$ cat config.mk
export PLATFORM = sky130hd
export DESIGN_NAME = trbi_front
export DESIGN_NICKNAME = d
export VERILOG_FILES = /design/src/sv/trbi_pkg.sv /design/src/sv/trbi_front.sv
export SDC_FILE = /design/constraint.sdc
export NUM_CORES = 1
export LEC_CHECK = 0
export BUFFER_PORTS_ARGS = -buffer_cell sky130_fd_sc_hd__buf_2
export CORE_MARGIN = 8
export CORE_UTILIZATION = 53
export CTS_BUF_LIST = sky130_fd_sc_hd__clkbuf_4
export CTS_CLUSTER_SIZE = 30
export DETAILED_ROUTE_END_ITERATION = 6
export PLACE_DENSITY = 0.8
export SLEW_MARGIN = 20
export SYNTH_ARGS = -nofsm -noshare
export SYNTH_HDL_FRONTEND = slang
export SYNTH_SLANG_ARGS = --single-unit
$ cat constraint.sdc
create_clock -name clk -period 5.2 [get_ports clk]
set_input_delay 0.26 -clock clk [delete_from_list [all_inputs] [get_ports clk]]
set_output_delay 0.26 -clock clk [all_outputs]
set_load 0.01 [all_outputs]
$ cat src/sv/trbi_pkg.sv
// ----------------------------------------------------------------------------
// trbi_pkg
// Shared constants, codes and item types of the timecoded ring buffer index.
// ----------------------------------------------------------------------------
package trbi_pkg;

  // ring geometry, fixed by the slot field width
  localparam int MAX_SLOTS   = 1024;
  localparam int SLOT_W      = 10;
  localparam int COUNT_W     = 11;

  // record alignment (power of two)
  localparam int ALIGN_BYTES = 4096;
  localparam int ALIGN_LOG2  = 12;

  // field widths
  localparam int TC_W        = 31;
  localparam int LEN_W       = 25;
  localparam int OFFSET_W    = 34;

  // configuration port
  localparam int CFG_ADDR_W  = 3;
  localparam int CFG_DATA_W  = 32;

  // command queue between front and back
  localparam int QUEUE_DEPTH = 2;

  // largest record size and largest timecode
  localparam logic [LEN_W-1:0] REC_MAX = LEN_W'(16777216);
  localparam logic [TC_W-1:0]  TC_MAX  = {TC_W{1'b1}};

  typedef enum logic {
    OP_PUT = 1'b0,
    OP_GET = 1'b1
  } op_t;

  typedef enum logic {
    REG_RECORD_BYTES = 1'b0,
    REG_SLOT_COUNT   = 1'b1
  } reg_idx_t;

  typedef struct packed {
    op_t              op;
    logic [LEN_W-1:0] length;
    logic [TC_W-1:0]  timecode;
  } in_item_t;

  typedef struct packed {
    logic                ok;
    logic [TC_W-1:0]     record_timecode;
    logic [SLOT_W-1:0]   slot;
    logic [OFFSET_W-1:0] byte_offset;
    logic [LEN_W-1:0]    copy_length;
  } out_item_t;

  // classified item handed from front to back
  typedef struct packed {
    op_t               op;
    logic              pre_ok;
    logic [TC_W-1:0]   tc;
    logic [SLOT_W-1:0] slot;
    logic [LEN_W-1:0]  len;
  } cmd_t;

  // one entry of the slot store
  typedef struct packed {
    logic [TC_W-1:0]  tc;
    logic [LEN_W-1:0] len;
  } slot_entry_t;

endpackage

$ cat src/sv/trbi_front.sv
// ----------------------------------------------------------------------------
// trbi_front
// Accepts items, keeps the ring pointers and classifies each put or get.
// ----------------------------------------------------------------------------
module trbi_front (
  input  logic                          clk,
  input  logic                          rst_n,
  input  logic                          in_valid,
  input  trbi_pkg::in_item_t            in_item,
  output logic                          in_ready,
  input  logic [trbi_pkg::COUNT_W-1:0]  slot_count,
  input  logic                          q_full,
  output logic                          push,
  output trbi_pkg::cmd_t                cmd
);

  localparam int SLOT_W  = trbi_pkg::SLOT_W;
  localparam int COUNT_W = trbi_pkg::COUNT_W;
  localparam int TC_W    = trbi_pkg::TC_W;

  logic                empty_r,   empty_nxt;
  logic [TC_W-1:0]     newest_r,  newest_nxt;
  logic [SLOT_W-1:0]   ws_r,      ws_nxt;
  logic [SLOT_W-1:0]   hi_r,      hi_nxt;
  logic                wrapped_r, wrapped_nxt;

  logic                accept;
  logic                is_put;
  logic [COUNT_W-1:0]  n;
  logic [COUNT_W-1:0]  ws_inc;
  logic [SLOT_W-1:0]   put_slot;
  logic [TC_W-1:0]     put_tc;
  logic                refused;
  logic [TC_W-1:0]     diff;
  logic                in_window;
  logic [SLOT_W+1:0]   s_sub;
  logic [SLOT_W+1:0]   s_wrap;
  logic [SLOT_W-1:0]   get_slot;
  logic                get_valid;

  assign in_ready = !q_full;
  assign accept   = in_valid && !q_full;
  assign push     = accept;
  assign is_put   = (in_item.op == trbi_pkg::OP_PUT);

  // slot count in use, clamped to one..max
  always_comb begin
    if (slot_count == '0) begin
      n = COUNT_W'(1);
    end else if (slot_count > COUNT_W'(trbi_pkg::MAX_SLOTS)) begin
      n = COUNT_W'(trbi_pkg::MAX_SLOTS);
    end else begin
      n = slot_count;
    end
  end

  // put: next write slot and timecode
  assign ws_inc   = {1'b0, ws_r} + COUNT_W'(1);
  assign put_slot = (ws_inc >= n) ? '0 : ws_inc[SLOT_W-1:0];
  assign refused  = !empty_r && (newest_r == trbi_pkg::TC_MAX);
  assign put_tc   = empty_r ? '0 : newest_r + TC_W'(1);

  // get: window check and slot lookup by stepping back from the write slot
  assign diff      = newest_r - in_item.timecode;
  assign in_window = !empty_r && (in_item.timecode <= newest_r) &&
                     (diff <= TC_W'(n));
  assign s_sub     = {2'b00, ws_r} - {1'b0, diff[COUNT_W-1:0]};
  assign s_wrap    = s_sub[SLOT_W+1] ? s_sub + {1'b0, n} : s_sub;
  assign get_slot  = s_wrap[SLOT_W-1:0];

  // written slots are one up to the high mark, and slot zero once wrapped
  assign get_valid = (get_slot == '0) ? wrapped_r : (get_slot <= hi_r);

  // classified command
  always_comb begin
    cmd.op  = in_item.op;
    cmd.len = in_item.length;
    if (is_put) begin
      cmd.pre_ok = !refused;
      cmd.tc     = put_tc;
      cmd.slot   = put_slot;
    end else begin
      cmd.pre_ok = in_window && get_valid;
      cmd.tc     = in_item.timecode;
      cmd.slot   = get_slot;
    end
  end

  // ring state update on an accepted put
  always_comb begin
    empty_nxt   = empty_r;
    newest_nxt  = newest_r;
    ws_nxt      = ws_r;
    hi_nxt      = hi_r;
    wrapped_nxt = wrapped_r;
    if (accept && is_put && !refused) begin
      empty_nxt  = 1'b0;
      newest_nxt = put_tc;
      ws_nxt     = put_slot;
      if (put_slot == '0) begin
        wrapped_nxt = 1'b1;
      end else if (put_slot > hi_r) begin
        hi_nxt = put_slot;
      end
    end
  end

  always_ff @(posedge clk) begin
    if (!rst_n) begin
      empty_r   <= 1'b1;
      newest_r  <= '0;
      ws_r      <= '0;
      hi_r      <= '0;
      wrapped_r <= 1'b0;
    end else begin
      empty_r   <= empty_nxt;
      newest_r  <= newest_nxt;
      ws_r      <= ws_nxt;
      hi_r      <= hi_nxt;
      wrapped_r <= wrapped_nxt;
    end
  end

  // a successful put leaves the ring non-empty
  a_put_fills: assert property (@(posedge clk) disable iff (!rst_n)
    accept && is_put && !refused |=> !empty_r)
    else $error("ring still empty after a put");

  // while the ring is non-empty, the current write slot always counts as written
  a_ws_written: assert property (@(posedge clk) disable iff (!rst_n)
    !empty_r |-> ((ws_r == '0 && wrapped_r) || (ws_r != '0 && ws_r <= hi_r)))
    else $error("write slot outside the written range");

endmodule

==> impl_metrics.toml <==
[detailed_routing]
vias_per_cell = 5.83
top_layer = "met4"
drc = 0
num_vias = 8153
firstDrtPassIters = 5
wl_met1_um = 10200
drtIter0Drc = 670
routed_wl_um = 22500
wl_met3_um = 1820
wire_per_inst_um = 16.1
dr_wl_met2_um = 10000
postRouteAntennaNets = 0

[yosys]
synth-main-ff-cell = "dfxtp_1"
synth_area_um2 = 7790
ys.warnings.count = 0
ys_seq_area_share_pct = 13.6
synth_edf_count = 0
synth.top_cell.area_share_pct = 15.1
synth_cell_types = 67
yosys.area.top_type = "ha_1"
synth_cells = 1119
avgSynthCellArea_um2 = 6.96
synthArstFlopShare_pct = 0
synth.most_common_cell = "nand2_1"
synth_seq_cells = 53
synth.net_count = 1288
synth_commonest_cells = "nand2_1 (134), inv_1 (95), ha_1 (94)"
synthTopCellsByArea = "ha_1 (15%), dfxtp_1 (14%), nand2_1 (6.5%), a21oi_1 (5.5%), xnor2_1 (4.8%)"

[clocking]
htreeDepth = 2
clock_path_buffers = 2
cts_tree = "done"
cts_inserted_buffers = 5
clock_sinks = 53
path_clk_slew_ns = 0.17
clock_latency_ns = 0.42
ctsHoldBuffers = 0
root_buffer = "clkbuf_4"

[power]
max-vdd-ir-drop_v = 0.000151
p_int_w = 0.000706
swShare_pct = 39.3
powerDensity_nw_per_um2 = 131
pwr-share-seq_pct = 35.2
pwr-share-comb_pct = 47.1
switching_power_w = 0.000456
clkPwrFrac_pct = 17.7
p_leak_nw = 4.04

[worst_setup_path]
cpLargestDelayFamily = "adder cells"
crit_arrival_ns = 5.55
path_class = "reg2out"
cp.required_ns = 4.94
critPathBufInv = 4
timing.rr.start = "ws_r[1]"
r2r.worst_path.cells = 20
end_kind = "output pin"
r2r-end = "hi_r[3]"
cp_slowest_cell = "dfxtp_2"
start_kind = "flip-flop"
crit_fanout = 3
ff2ff_setup_slack_ns = 0.36
cpPeakStageDelay_ns = 0.37

[timing]
max_slew.worst_pin.slew_ns = 1.09
fmax_mhz = 172
report.final.slew_viol_count = 0
tns_ns = -0.610
clock_skew_ns = 0.0109
relSlewSlack_pct = 27.2
min_period_ns = 5.81
worst_slack_ns = -0.610
period_share_pct = 112
finalSetupViolCount = 1
rsz0062_at_grt = "yes"
final_hold_viol_count = 0

[run_status]
violations = "negative setup slack"
outcome = "finished, violations left"

[global_route]
track_usage_pct = 23.4
grt_pass1_wl_um = 36400
grt_pass1_vias = 7648
grt_overflow = 0
antenna_found_initial = 0
grt_max_degree = 85

[placed_design]
portBuffers = 91
gp_congestion = 0.956
place_area_um2 = 8570
dp_hpwl_um = 17600

[floorplanning]
io-pin-count = 142
fp.dieArea_um2 = 18800
die_h_um = 137
start_util_pct = 54.0
rows = 44
coreArea_um2 = 14400
die_x_um = 137

[min_path]
hold_depth = 4
worstHoldEndpoint = "empty_r"
worstHoldPathType = "in2reg"
worstHoldStart = "q_full"

[final_layout]
multi_input_area_um2 = 6070
area_growth_pct = 13.9
design_area_um2 = 8870
nFillCells = 1353
seqCellArea_um2 = 1060
fin_nets = 1383
antenna_cells = 0
drive_gt1_share_pct = 19.5

[flow_run]
cap_violations = 0
==> worst reg2reg max path: stages (launching register included) <==
cell       delay [ns]
dfxtp_1          0.52
ha_1             0.35
xor2_1           0.37
ha_1             0.30
a21o_1           0.15
a21oi_1          0.17
nor2b_1          0.06
o21ai_0          0.16
a21oi_1          0.10
o31ai_2          0.19
buf_4            0.21
buf_4            0.22
nand2_1          0.13
inv_1            0.09
ha_1             0.24
a21o_1           0.18
a21o_1           0.16
a2111oi_0        0.45
a311oi_1         0.08
and3_1           0.39
mux2i_1          0.21
==> state kept, by name, summed over array words and instances (netlist names) <==
register / flops
empty_r: 1
hi_r: 10
newest_r: 31
wrapped_r: 1
ws_r: 10
==> metal layers <==
layer | track usage, % | vias up
li1 | - | 4085
met3 | 3.83 | 35
met2 | 37.8 | 289
met5 | 0 | -
met1 | 31.6 | 3744
met4 | 6.28 | 0
==> what timing repair did <==
action / 4_1_cts / 5_1_grt
setup buffers: 9 / 1
setup endpoints to repair: 2 / 3
resized for setup: 24 / 10
pin swaps: 16 / 13
==> cells by family (layout without fill, tap and decap cells) <==
group,Yosys count,after routing,share of synthesized area (%)
AO/OA/AOI/OAI,289,289,23.1
XOR/XNOR,69,69,7.76
adder cells (fa/ha/maj),97,97,15.9
buffers and inverters,184,279,10.8
flip-flops,53,53,13.6
multiplexers,23,23,3.05
AND/OR/NAND/NOR,404,404,25.8
==> how the worst max path moves through the flow <==
stage | start | to | depth (start not counted)
3_5_place_dp | in_item[0] | cmd[66] | 29
4_1_cts | newest_r[0] | cmd[66] | 28
3_3_place_gp | in_item[0] | cmd[66] | 31
6_report | newest_r[0] | cmd[66] | 29
2_1_floorplan | newest_r[0] | cmd[66] | 31
5_1_grt | newest_r[0] | cmd[66] | 27
==> final cells by class <==
class / count / area share [%]
multi-input cells: 882 / 68.4
repair buffers: 176 / 12.3
flip-flops and latches: 53 / 12.0
inverters: 96 / 4.06
well taps: 184 / 2.60
clock buffers: 5 / 0.423
clock inverters: 2 / 0.183
==> power groups by stage <==
stage | clock network [W] | logic, W | registers [W]
floorplan | 0 | 0.000343 | 0.000418
global placement | 0 | 0.000506 | 0.000418
detailed placement | 0 | 0.000511 | 0.000418
CTS | 0.000210 | 0.000533 | 0.000410
global route | 0.000223 | 0.000604 | 0.000410
finish | 0.000206 | 0.000547 | 0.000410
==> cell usage in the layout (no fill, tap or decap), drive strengths merged, types with 7 or more instances in the layout <==
| cell | Yosys | final |
|---|---|---|
| a211oi | 9 | 9 |
| a21boi | 8 | 8 |
| a21o | 22 | 22 |
| a21oi | 86 | 86 |
| a31oi | 7 | 7 |
| and2 | 13 | 13 |
| and3 | 11 | 11 |
| buf | 42 | 176 |
| dfxtp | 53 | 53 |
| ha | 94 | 94 |
| inv | 95 | 95 |
| mux2i | 17 | 17 |
| nand2 | 134 | 134 |
| nand2b | 14 | 14 |
| nand3 | 53 | 53 |
| nand3b | 9 | 9 |
| nand4 | 21 | 21 |
| nor2 | 59 | 59 |
| nor2b | 29 | 29 |
| nor3 | 20 | 20 |
| nor4 | 11 | 11 |
| o21a | 15 | 15 |
| o21ai | 72 | 72 |
| o31ai | 33 | 33 |
| or2 | 8 | 8 |
| or4 | 10 | 10 |
| xnor2 | 43 | 43 |
| xor2 | 26 | 26 |
==> per-stage QoR <==
step                utilization [%]  std cells  hold WS, ns  setup WS [ns]  power (W)
finish                         61.5       1398        0.291         -0.610    0.00116
global route                   61.5       1398        0.367         -0.869    0.00124
CTS                            61.0       1397        0.286         -0.611    0.00115
detailed placement             59.4       1381        0.458         -0.365   0.000929
global placement               59.4       1381        0.446         -0.310   0.000924
floorplan                         -       1119        0.435         0.0452   0.000761
(Power assumes the default switching activity.)
