File: src/sv/trbi_pkg.sv
// ----------------------------------------------------------------------------
// trbi_pkg
// Shared constants, codes and item types of the timecoded ring buffer index.
// ----------------------------------------------------------------------------
package trbi_pkg;

  // ring geometry, fixed by the slot field width
  localparam int MAX_SLOTS   = 1024;
  localparam int SLOT_W      = 10;
  localparam int COUNT_W     = 11;

  // record alignment (power of two)
  localparam int ALIGN_BYTES = 4096;
  localparam int ALIGN_LOG2  = 12;

  // field widths
  localparam int TC_W        = 31;
  localparam int LEN_W       = 25;
  localparam int OFFSET_W    = 34;

  // configuration port
  localparam int CFG_ADDR_W  = 3;
  localparam int CFG_DATA_W  = 32;

  // command queue between front and back
  localparam int QUEUE_DEPTH = 2;

  // largest record size and largest timecode
  localparam logic [LEN_W-1:0] REC_MAX = LEN_W'(16777216);
  localparam logic [TC_W-1:0]  TC_MAX  = {TC_W{1'b1}};

  typedef enum logic {
    OP_PUT = 1'b0,
    OP_GET = 1'b1
  } op_t;

  typedef enum logic {
    REG_RECORD_BYTES = 1'b0,
    REG_SLOT_COUNT   = 1'b1
  } reg_idx_t;

  typedef struct packed {
    op_t              op;
    logic [LEN_W-1:0] length;
    logic [TC_W-1:0]  timecode;
  } in_item_t;

  typedef struct packed {
    logic                ok;
    logic [TC_W-1:0]     record_timecode;
    logic [SLOT_W-1:0]   slot;
    logic [OFFSET_W-1:0] byte_offset;
    logic [LEN_W-1:0]    copy_length;
  } out_item_t;

  // classified item handed from front to back
  typedef struct packed {
    op_t               op;
    logic              pre_ok;
    logic [TC_W-1:0]   tc;
    logic [SLOT_W-1:0] slot;
    logic [LEN_W-1:0]  len;
  } cmd_t;

  // one entry of the slot store
  typedef struct packed {
    logic [TC_W-1:0]  tc;
    logic [LEN_W-1:0] len;
  } slot_entry_t;

endpackage

File: src/sv/trbi_queue.sv
// ----------------------------------------------------------------------------
// trbi_queue
// Short command queue decoupling the front from the back.
// ----------------------------------------------------------------------------
module trbi_queue #(
  parameter int DEPTH = trbi_pkg::QUEUE_DEPTH
) (
  input  logic           clk,
  input  logic           rst_n,
  input  logic           push,
  input  trbi_pkg::cmd_t push_cmd,
  output logic           full,
  input  logic           pop,
  output logic           head_valid,
  output trbi_pkg::cmd_t head_cmd
);

  localparam int PTR_W = (DEPTH > 1) ? $clog2(DEPTH) : 1;
  localparam int CNT_W = $clog2(DEPTH + 1);

  trbi_pkg::cmd_t   entries_r [DEPTH];
  logic [PTR_W-1:0] wr_ptr_r, wr_ptr_nxt;
  logic [PTR_W-1:0] rd_ptr_r, rd_ptr_nxt;
  logic [CNT_W-1:0] count_r,  count_nxt;

  assign full       = (count_r == CNT_W'(DEPTH));
  assign head_valid = (count_r != '0);
  assign head_cmd   = entries_r[rd_ptr_r];

  // pointer and fill count update
  always_comb begin
    wr_ptr_nxt = wr_ptr_r;
    rd_ptr_nxt = rd_ptr_r;
    count_nxt  = count_r;
    if (push) begin
      wr_ptr_nxt = (wr_ptr_r == PTR_W'(DEPTH - 1)) ? '0 : wr_ptr_r + PTR_W'(1);
    end
    if (pop) begin
      rd_ptr_nxt = (rd_ptr_r == PTR_W'(DEPTH - 1)) ? '0 : rd_ptr_r + PTR_W'(1);
    end
    if (push && !pop) begin
      count_nxt = count_r + CNT_W'(1);
    end else if (pop && !push) begin
      count_nxt = count_r - CNT_W'(1);
    end
  end

  always_ff @(posedge clk) begin
    if (!rst_n) begin
      wr_ptr_r <= '0;
      rd_ptr_r <= '0;
      count_r  <= '0;
    end else begin
      wr_ptr_r <= wr_ptr_nxt;
      rd_ptr_r <= rd_ptr_nxt;
      count_r  <= count_nxt;
    end
  end

  // storage
  always_ff @(posedge clk) begin
    if (push) begin
      entries_r[wr_ptr_r] <= push_cmd;
    end
  end

  a_no_overflow: assert property (@(posedge clk) disable iff (!rst_n)
    push |-> count_r != CNT_W'(DEPTH))
    else $error("command pushed into a full queue");

  a_no_underflow: assert property (@(posedge clk) disable iff (!rst_n)
    pop |-> count_r != '0)
    else $error("command popped from an empty queue");

endmodule

File: config.mk
export PLATFORM = sky130hd
export DESIGN_NAME = trbi_queue
export DESIGN_NICKNAME = d
export VERILOG_FILES = /design/src/sv/trbi_pkg.sv /design/src/sv/trbi_queue.sv
export SDC_FILE = /design/constraint.sdc
export NUM_CORES = 1
export LEC_CHECK = 0
export ABC_CLOCK_PERIOD_IN_PS = 4700
export BUFFER_PORTS_ARGS = -buffer_cell sky130_fd_sc_hd__buf_2
export CAP_MARGIN = 10
export CELL_PAD_IN_SITES_DETAIL_PLACEMENT = 0
export CELL_PAD_IN_SITES_GLOBAL_PLACEMENT = 1
export CORE_MARGIN = 2
export CORE_UTILIZATION = 40
export CTS_CLUSTER_SIZE = 28
export DETAILED_ROUTE_END_ITERATION = 10
export PLACE_DENSITY_LB_ADDON = 0.1
export SLEW_MARGIN = 20
export SYNTH_ARGS = -nofsm -noshare
export SYNTH_HDL_FRONTEND = slang
export SYNTH_SLANG_ARGS = --single-unit
File: constraint.sdc
create_clock -name clk -period 4.7 [get_ports clk]
set_clock_uncertainty 0.05 [all_clocks]
set_input_delay 0.94 -clock clk [delete_from_list [all_inputs] [get_ports clk]]
set_output_delay 0.94 -clock clk [all_outputs]
set_load 0.005 [all_outputs]
==> flow_summary.rst, run 1 <==
.. list-table::
   :header-rows: 1

   * - Metric
     - Value
   * - Run status
     - complete, no violations
   * - Synthesized cell area
     - 5220 µm²
   * - Number of placed instances, taps included
     - 541
   * - Buffer depth of the longest clock path
     - 2
   * - Cell type of the slowest stage on the worst timing path
     - dfxtp_4
   * - Flip-flop and latch count after synthesis
     - 141
   * - Async set or reset register ratio after synthesis
     - 0%
   * - Crit. End Element
     - primary output
   * - Vias in the first global route
     - 2828
   * - Final WL
     - 8880 µm
   * - Signal arrival time at the worst endpoint
     - 2.06 ns
   * - Clock period minus worst slack
     - 3.05 ns
   * - Root buffer cell
     - clkbuf_16
   * - Fill cell instance count of the final layout
     - 1089
   * - Clock latency on the worst-skew pair
     - 0.41 ns
   * - Y dimension of the die
     - 118 µm
   * - Largest fanout on the critical path
     - 68
   * - Layout Cells excl Fill
     - 573
   * - Final total negative setup slack
     - 0 ns
   * - Global-route wire length before repair
     - 14100 µm
   * - Seq/Total Area, Yosys
     - 80.2%
   * - Final HPWL from detailed placement
     - 5480 µm
   * - Total DRC errors in the routed layout
     - 0
   * - Iteration count of the initial detailed-routing pass
     - 5
   * - Total of max-cap violations
     - 0
   * - Count of endpoints failing hold in the final timing report
     - 0
   * - Series of cell instances along the critical path
     - mux2_2, buf_2
   * - Antenna violations before repair
     - 0
   * - RSZ-0062 raised after global routing
     - false
   * - Final design area excluding fillers
     - 6700 µm²
   * - Total area of multi-input combinational cells
     - 966 µm²
   * - Register clock-pin slew on the reported worst setup and hold paths
     - 0.06 ns
   * - Final setup violation count
     - 0
   * - Post-cts sizing count
     - 0
   * - Quantity of hold-fixing buffers added after cts
     - 0
   * - Max H-tree Level
     - 4
   * - Area contributors post-synth
     - edfxtp_1, mux2_2, mux2_4, dfxtp_1, buf_8
   * - Via/cell ratio
     - 4.53
   * - Worst slack on hold paths
     - 0.457 ns
   * - Critical path's top delay family
     - flip-flops
   * - Count of flip-flops with a built-in enable after synthesis
     - 136
   * - Antenna cell count
     - 0
   * - Aggregate global-route resource usage
     - 13.6%
   * - GRT overflow
     - 0
   * - Max IR drop VDD
     - 0.255 mV
   * - Startpoint Class
     - register
   * - Ranking of synthesized cells by instance count
     - edfxtp_1, mux2_2, mux2_4
   * - Number of clock buffers inserted by TritonCTS
     - 17
   * - Drt first-iter violations
     - 176
   * - Max-Slew Margin vs Limit
     - 28.9%
   * - Mean post-synth cell area
     - 22.3 µm²
   * - Sink count of the clock tree
     - 141
   * - Post-synthesis instance total
     - 234
   * - Prevailing post-synth register cell
     - edfxtp_1
   * - Largest net degree at the start of global routing
     - 69
   * - Net count, final
     - 461
   * - Library cell with the largest summed area after synthesis
     - edfxtp_1
   * - Kind of path behind the tightest hold check
     - register to register
   * - Post-DP Area
     - 6090 µm²
   * - Die Footprint
     - 14000 µm²
   * - Layout cells sized above 1
     - 60.8%
   * - Power density over the cells
     - 460 nW/µm²
   * - Most common cell in the synthesized netlist
     - edfxtp_1
   * - Cell row count
     - 41
   * - Count of yosys warnings during synthesis
     - 0
   * - Type of the setup path with the least slack
     - register to primary output
   * - Core region area
     - 12700 µm²
   * - Worst Tran Pin Value
     - 1.07 ns
   * - Starting utilization of the core area
     - 41.2%
   * - Share of the clock period used by the worst path
     - 65.0%
   * - LEAKAGE
     - 2.57 nW
   * - Post-CTS setup repair buffer count
     - 0
   * - Antenna violation net count after detailed routing
     - 0
   * - I/O pin count
     - 142
   * - Max Slew Vio Count
     - 0
   * - Fraction of post-synthesis cell area in the top cell type by area
     - 78.3%
   * - Required arrival time at the worst endpoint
     - 3.71 ns
   * - Area Overhead vs Synth
     - 28.4%
   * - Number of port buffers
     - 141
   * - Worst Path Buf+Inv
     - 1
   * - Routed vias
     - 2594
   * - CP max stage delay
     - 1.05 ns
   * - Syn_nets
     - 307
   * - Achievable frequency
     - 0.327 GHz
   * - Die X-Extent
     - 118 µm
   * - Final estimated routing congestion in global placement
     - 0.693
   * - Number of unique standard cell types used by synthesis
     - 18
   * - Flip-flop and latch area
     - 4190 µm²
   * - TritonCTS clock tree
     - built
   * - Final routed wire length divided by cell count
     - 15.5 µm
## through the flow
step / util, % / worst slack [ns] / power [mW]
floorplan: - / 0.190 / 1.65
global placement: 48.1 / 2.03 / 1.76
detailed placement: 48.1 / 2.03 / 1.77
CTS: 52.9 / 1.58 / 3.13
global route: 52.9 / 1.53 / 3.21
finish: 52.9 / 1.65 / 3.08
## sequential cells by signal (all words and copies together), names as in the netlist, named ones only
name / flops
rd_ptr_r: 1
count_r: 2
wr_ptr_r: 1
entries_r: 136
## cells by family (layout without fill, tap and decap cells)
group                    after synthesis  in the layout  synth area share [%]
adder cells (fa/ha/maj)                1              1                 0.240
AND/OR/NAND/NOR                        9              9                  1.08
multiplexers                          68             68                  16.1
XOR/XNOR                               3              3                 0.504
buffers and inverters                  9            176                  1.46
flip-flops                           141            141                  80.2
AO/OA/AOI/OAI                          3              3                 0.384
## final cells by class
type,instances,area share (%)
Multi-Input combinational cell,84,14.4
Inverter,1,0.0560
Timing Repair Buffer,143,10.8
Clock buffer,18,6.41
Tap cell,172,3.21
Sequential cell,141,62.5
Clock inverter,14,2.62
## metal layers
metal | track usage (%) | routed length, µm | vias to the layer above
met2 | 20.6 | 4150 | 97
met4 | 6.55 | 204 | 0
li1 | - | - | 1228
met3 | 6.42 | 644 | 18
met1 | 16.2 | 3880 | 1251
met5 | 0 | 0 | -
## final timing paths
kind              slack (ns)  startpoint  depth (start not counted)          endpoint
setup / recovery        1.65    register                          2      head_cmd[16]
hold / removal          0.46  count_r[1]                          2        count_r[1]
setup reg to reg        3.02    wr_ptr_r                          1  entries_r[1][53]
hold reg to reg         0.46  count_r[1]                          2        count_r[1]
## placed cells by master, fill, tap and decap left out
cell        count
buf_2         141
edfxtp_1      136
mux2_2         48
mux2_4         20
clkbuf_16      17
clkinv_2        5
bufinv_16       4
dfxtp_1         4
and2_1          3
clkinvlp_4      3
xor2_1          2
nor2b_1         2
clkinv_1        2
buf_4           2
inv_1           1
or2_2           1
and2_4          1
nor2b_4         1
xnor2_1         1
o21a_1          1
o21ai_0         1
or3_1           1
a21boi_1        1
ha_1            1
dfxtp_4         1
clkbuf_1        1
## power by group
group / internal, mW / total [mW] / switching (mW)
Combinational: 0.144 / 0.240 / 0.0962
Sequential: 1.45 / 1.49 / 0.0413
Clock: 0.877 / 1.35 / 0.473
Power figures use the tool's default switching activity.
==> run 2, diff against run 1 <==
Settings changed: ABC_CLOCK_PERIOD_IN_PS 4700 to 3050, CORE_UTILIZATION 40 to 44.
Clock period 4.7 ns to 3.05 ns, I/O delays scaled along.
==> flow_summary.rst, run 2 (synthesis results as in run 1) <==
.. list-table::
   :header-rows: 1

   * - Metric
     - Value
   * - Run status
     - finished with violations (was complete, no violations)
   * - Failing checks
     - DRC
   * - Startpoint Class
     - register (unchanged)
   * - R2R cell count
     - 2 (was 1)
   * - Final HPWL from detailed placement
     - 5620 µm (was 5480 µm)
   * - GRT overflow
     - 0 (unchanged)
   * - Largest net degree at the start of global routing
     - 70 (was 69)
   * - Final routed wire length divided by cell count
     - 16.1 µm (was 15.5 µm)
   * - Number of flip-flops in the largest register
     - 136 (unchanged)
   * - Antenna cell count
     - 0 (unchanged)
   * - Iteration count of the initial detailed-routing pass
     - 7 (was 5)
   * - Buffer depth of the longest clock path
     - 2 (unchanged)
   * - Share of the clock period used by the worst path
     - 83.1%
   * - Global-route wire length before repair
     - 13300 µm (was 14100 µm)
   * - Series of cell instances along the critical path
     - buf_4, mux2_2, buf_2 (was mux2_2, buf_2)
   * - Largest registers
     - entries_r (136), count_r (2) (unchanged)
   * - Type of the setup path with the least slack
     - register to primary output (unchanged)
   * - Cell type of the slowest stage on the worst timing path
     - dfxtp_4 (unchanged)
   * - Critical path's top delay family
     - flip-flops (unchanged)
   * - Clock period minus worst slack
     - 2.53 ns
   * - Via/cell ratio
     - 4.78 (was 4.53)
   * - Sink count of the clock tree
     - 141 (unchanged)
   * - Final total negative setup slack
     - 0 ns (unchanged)
   * - Crit. End Element
     - primary output (unchanged)
   * - Total DRC errors in the routed layout
     - 10 (was 0)
   * - Vias in the first global route
     - 2639 (was 2828)
   * - RSZ-0062 raised after global routing
     - false (unchanged)
   * - Final setup violation count
     - 0 (unchanged)
   * - LEAKAGE
     - 2.57 nW (about the same)
   * - CP max stage delay
     - 0.68 ns (was 1.05 ns)
   * - Most frequent cells in the layout
     - buf_2, edfxtp_1, mux2_2 (unchanged)
   * - Instance count on the critical path
     - 3 (was 2)
   * - Drt first-iter violations
     - 101 (was 176)
   * - Quantity of hold-fixing buffers added after cts
     - 0 (unchanged)
   * - Root buffer cell
     - clkbuf_16 (unchanged)
   * - Final estimated routing congestion in global placement
     - 0.671 (was 0.693)
   * - Post-route setup slack
     - 0.516 ns (was 1.65 ns)
   * - Post-cts sizing count
     - 0 (unchanged)
   * - Number of clock buffers inserted by TritonCTS
     - 17 (unchanged)
   * - Area Overhead vs Synth
     - 27.6% (was 28.4%)
   * - Count of endpoints failing hold in the final timing report
     - 0 (unchanged)
   * - Top register by number of flip-flops
     - entries_r (unchanged)
   * - Layout cells sized above 1
     - 59.7% (was 60.8%)
   * - I/O pin count
     - 142 (unchanged)
   * - Fill cell instance count of the final layout
     - 907 (was 1089)
   * - Total of max-cap violations
     - 0 (unchanged)
   * - Worst Path Buf+Inv
     - 2 (was 1)
   * - Final core utilization
     - 57.8% (was 52.9%)
   * - Antenna violation net count after detailed routing
     - 0 (unchanged)
   * - Die Footprint
     - 12700 µm² (was 14000 µm²)
   * - Place WS
     - 0.898 ns (was 2.03 ns)
   * - Final WL
     - 8800 µm (was 8880 µm)
   * - Largest fanout on the critical path
     - 33 (was 68)
   * - Aggregate global-route resource usage
     - 14.3% (was 13.6%)
   * - Max IR drop VDD
     - 0.396 mV (was 0.255 mV)
   * - Leading cell type in the layout, fill and taps excluded
     - buf_2 (unchanged)
   * - Power density over the cells
     - 683 nW/µm² (was 460 nW/µm²)
   * - Cell row count
     - 39 (was 41)
   * - Register clock-pin slew on the reported worst setup and hold paths
     - 0.05 ns (was 0.06 ns)
   * - Post-CTS setup repair buffer count
     - 0 (unchanged)
   * - Max Slew Vio Count
     - 0 (unchanged)
   * - TritonCTS clock tree
     - built (unchanged)
   * - Kind of path behind the tightest hold check
     - input port to register (was register to register)
   * - Net count, final
     - 464 (was 461)
   * - Clock latency on the worst-skew pair
     - 0.40 ns (was 0.41 ns)
   * - Starting utilization of the core area
     - 45.3% (was 41.2%)
   * - Antenna violations before repair
     - 1 (was 0)
   * - Number of port buffers
     - 141 (unchanged)
   * - Routed vias
     - 2617 (was 2594)
   * - Max H-tree Level
     - 4 (unchanged)
   * - Max-Slew Margin vs Limit
     - 65.1% (was 28.9%)
   * - Signal arrival time at the worst endpoint
     - 1.87 ns (was 2.06 ns)
   * - Worst hold path cell count
     - 1 (was 2)
   * - Core region area
     - 11500 µm² (was 12700 µm²)
   * - Worst Tran Pin Value
     - 0.523 ns (was 1.07 ns)
   * - Required arrival time at the worst endpoint
     - 2.39 ns (was 3.71 ns)
   * - Die X-Extent
     - 113 µm (was 118 µm)
   * - Y dimension of the die
     - 113 µm (was 118 µm)
   * - Achievable frequency
     - 0.395 GHz
## run 2: changes by cell type in the layout (fill, tap and decap cells not counted)
cell and delta:
clkinv_2 -1, clkbuf_1 +2, bufinv_16 -2, clkinv_1 +4
buf_12 +3, clkinvlp_4 -3
## run 2: power breakdown
| part | internal, mW | switching (mW) | total, mW |
|---|---|---|---|
| Clock | 1.18 | 0.687 | 1.86 |
| Sequential | 2.24 | 0.0432 | 2.28 |
| Combinational | 0.230 | 0.170 | 0.400 |
## run 2: area by class of cell
cell class | count | area, µm² | area share (%)
sequential | 141 | 4190 | 62.9
multi-input combinational | 84 | 966 | 14.5
timing repair buffer | 146 | 781 | 11.7
clock buffer | 20 | 437 | 6.56
tap | 143 | 179 | 2.69
clock inverter | 12 | 103 | 1.54
inverter | 1 | 3.75 | 0.0564
## run 2: path summary, 6_finish.rpt
kind                              startpoint          endpoint  slack, ns
worst max-delay path                register      head_cmd[51]       0.52
worst min register to register    count_r[1]        count_r[1]       0.45
worst max register to register      wr_ptr_r  entries_r[1][46]       1.52
worst min-delay path            push_cmd[14]  entries_r[1][14]       0.34
## run 2: stage by stage
stage	std cells	power [mW]	cell area [µm²]	hold WS [ns]
floorplan	234	2.54	5220	0.411
global placement	515	2.72	6120	0.424
detailed placement	515	2.73	6120	0.440
CTS	547	4.60	6660	0.316
global route	547	4.72	6660	0.322
finish	547	4.55	6660	0.338
## run 2: layer usage
metal  global-route usage [%]  vias to the layer above  wire (µm)
met5                        0                        -         13
met4                     7.32                        2        140
met3                     5.84                       14        612
met2                     23.8                       89       4490
met1                     15.8                     1267       3540
li1                         -                     1245          -
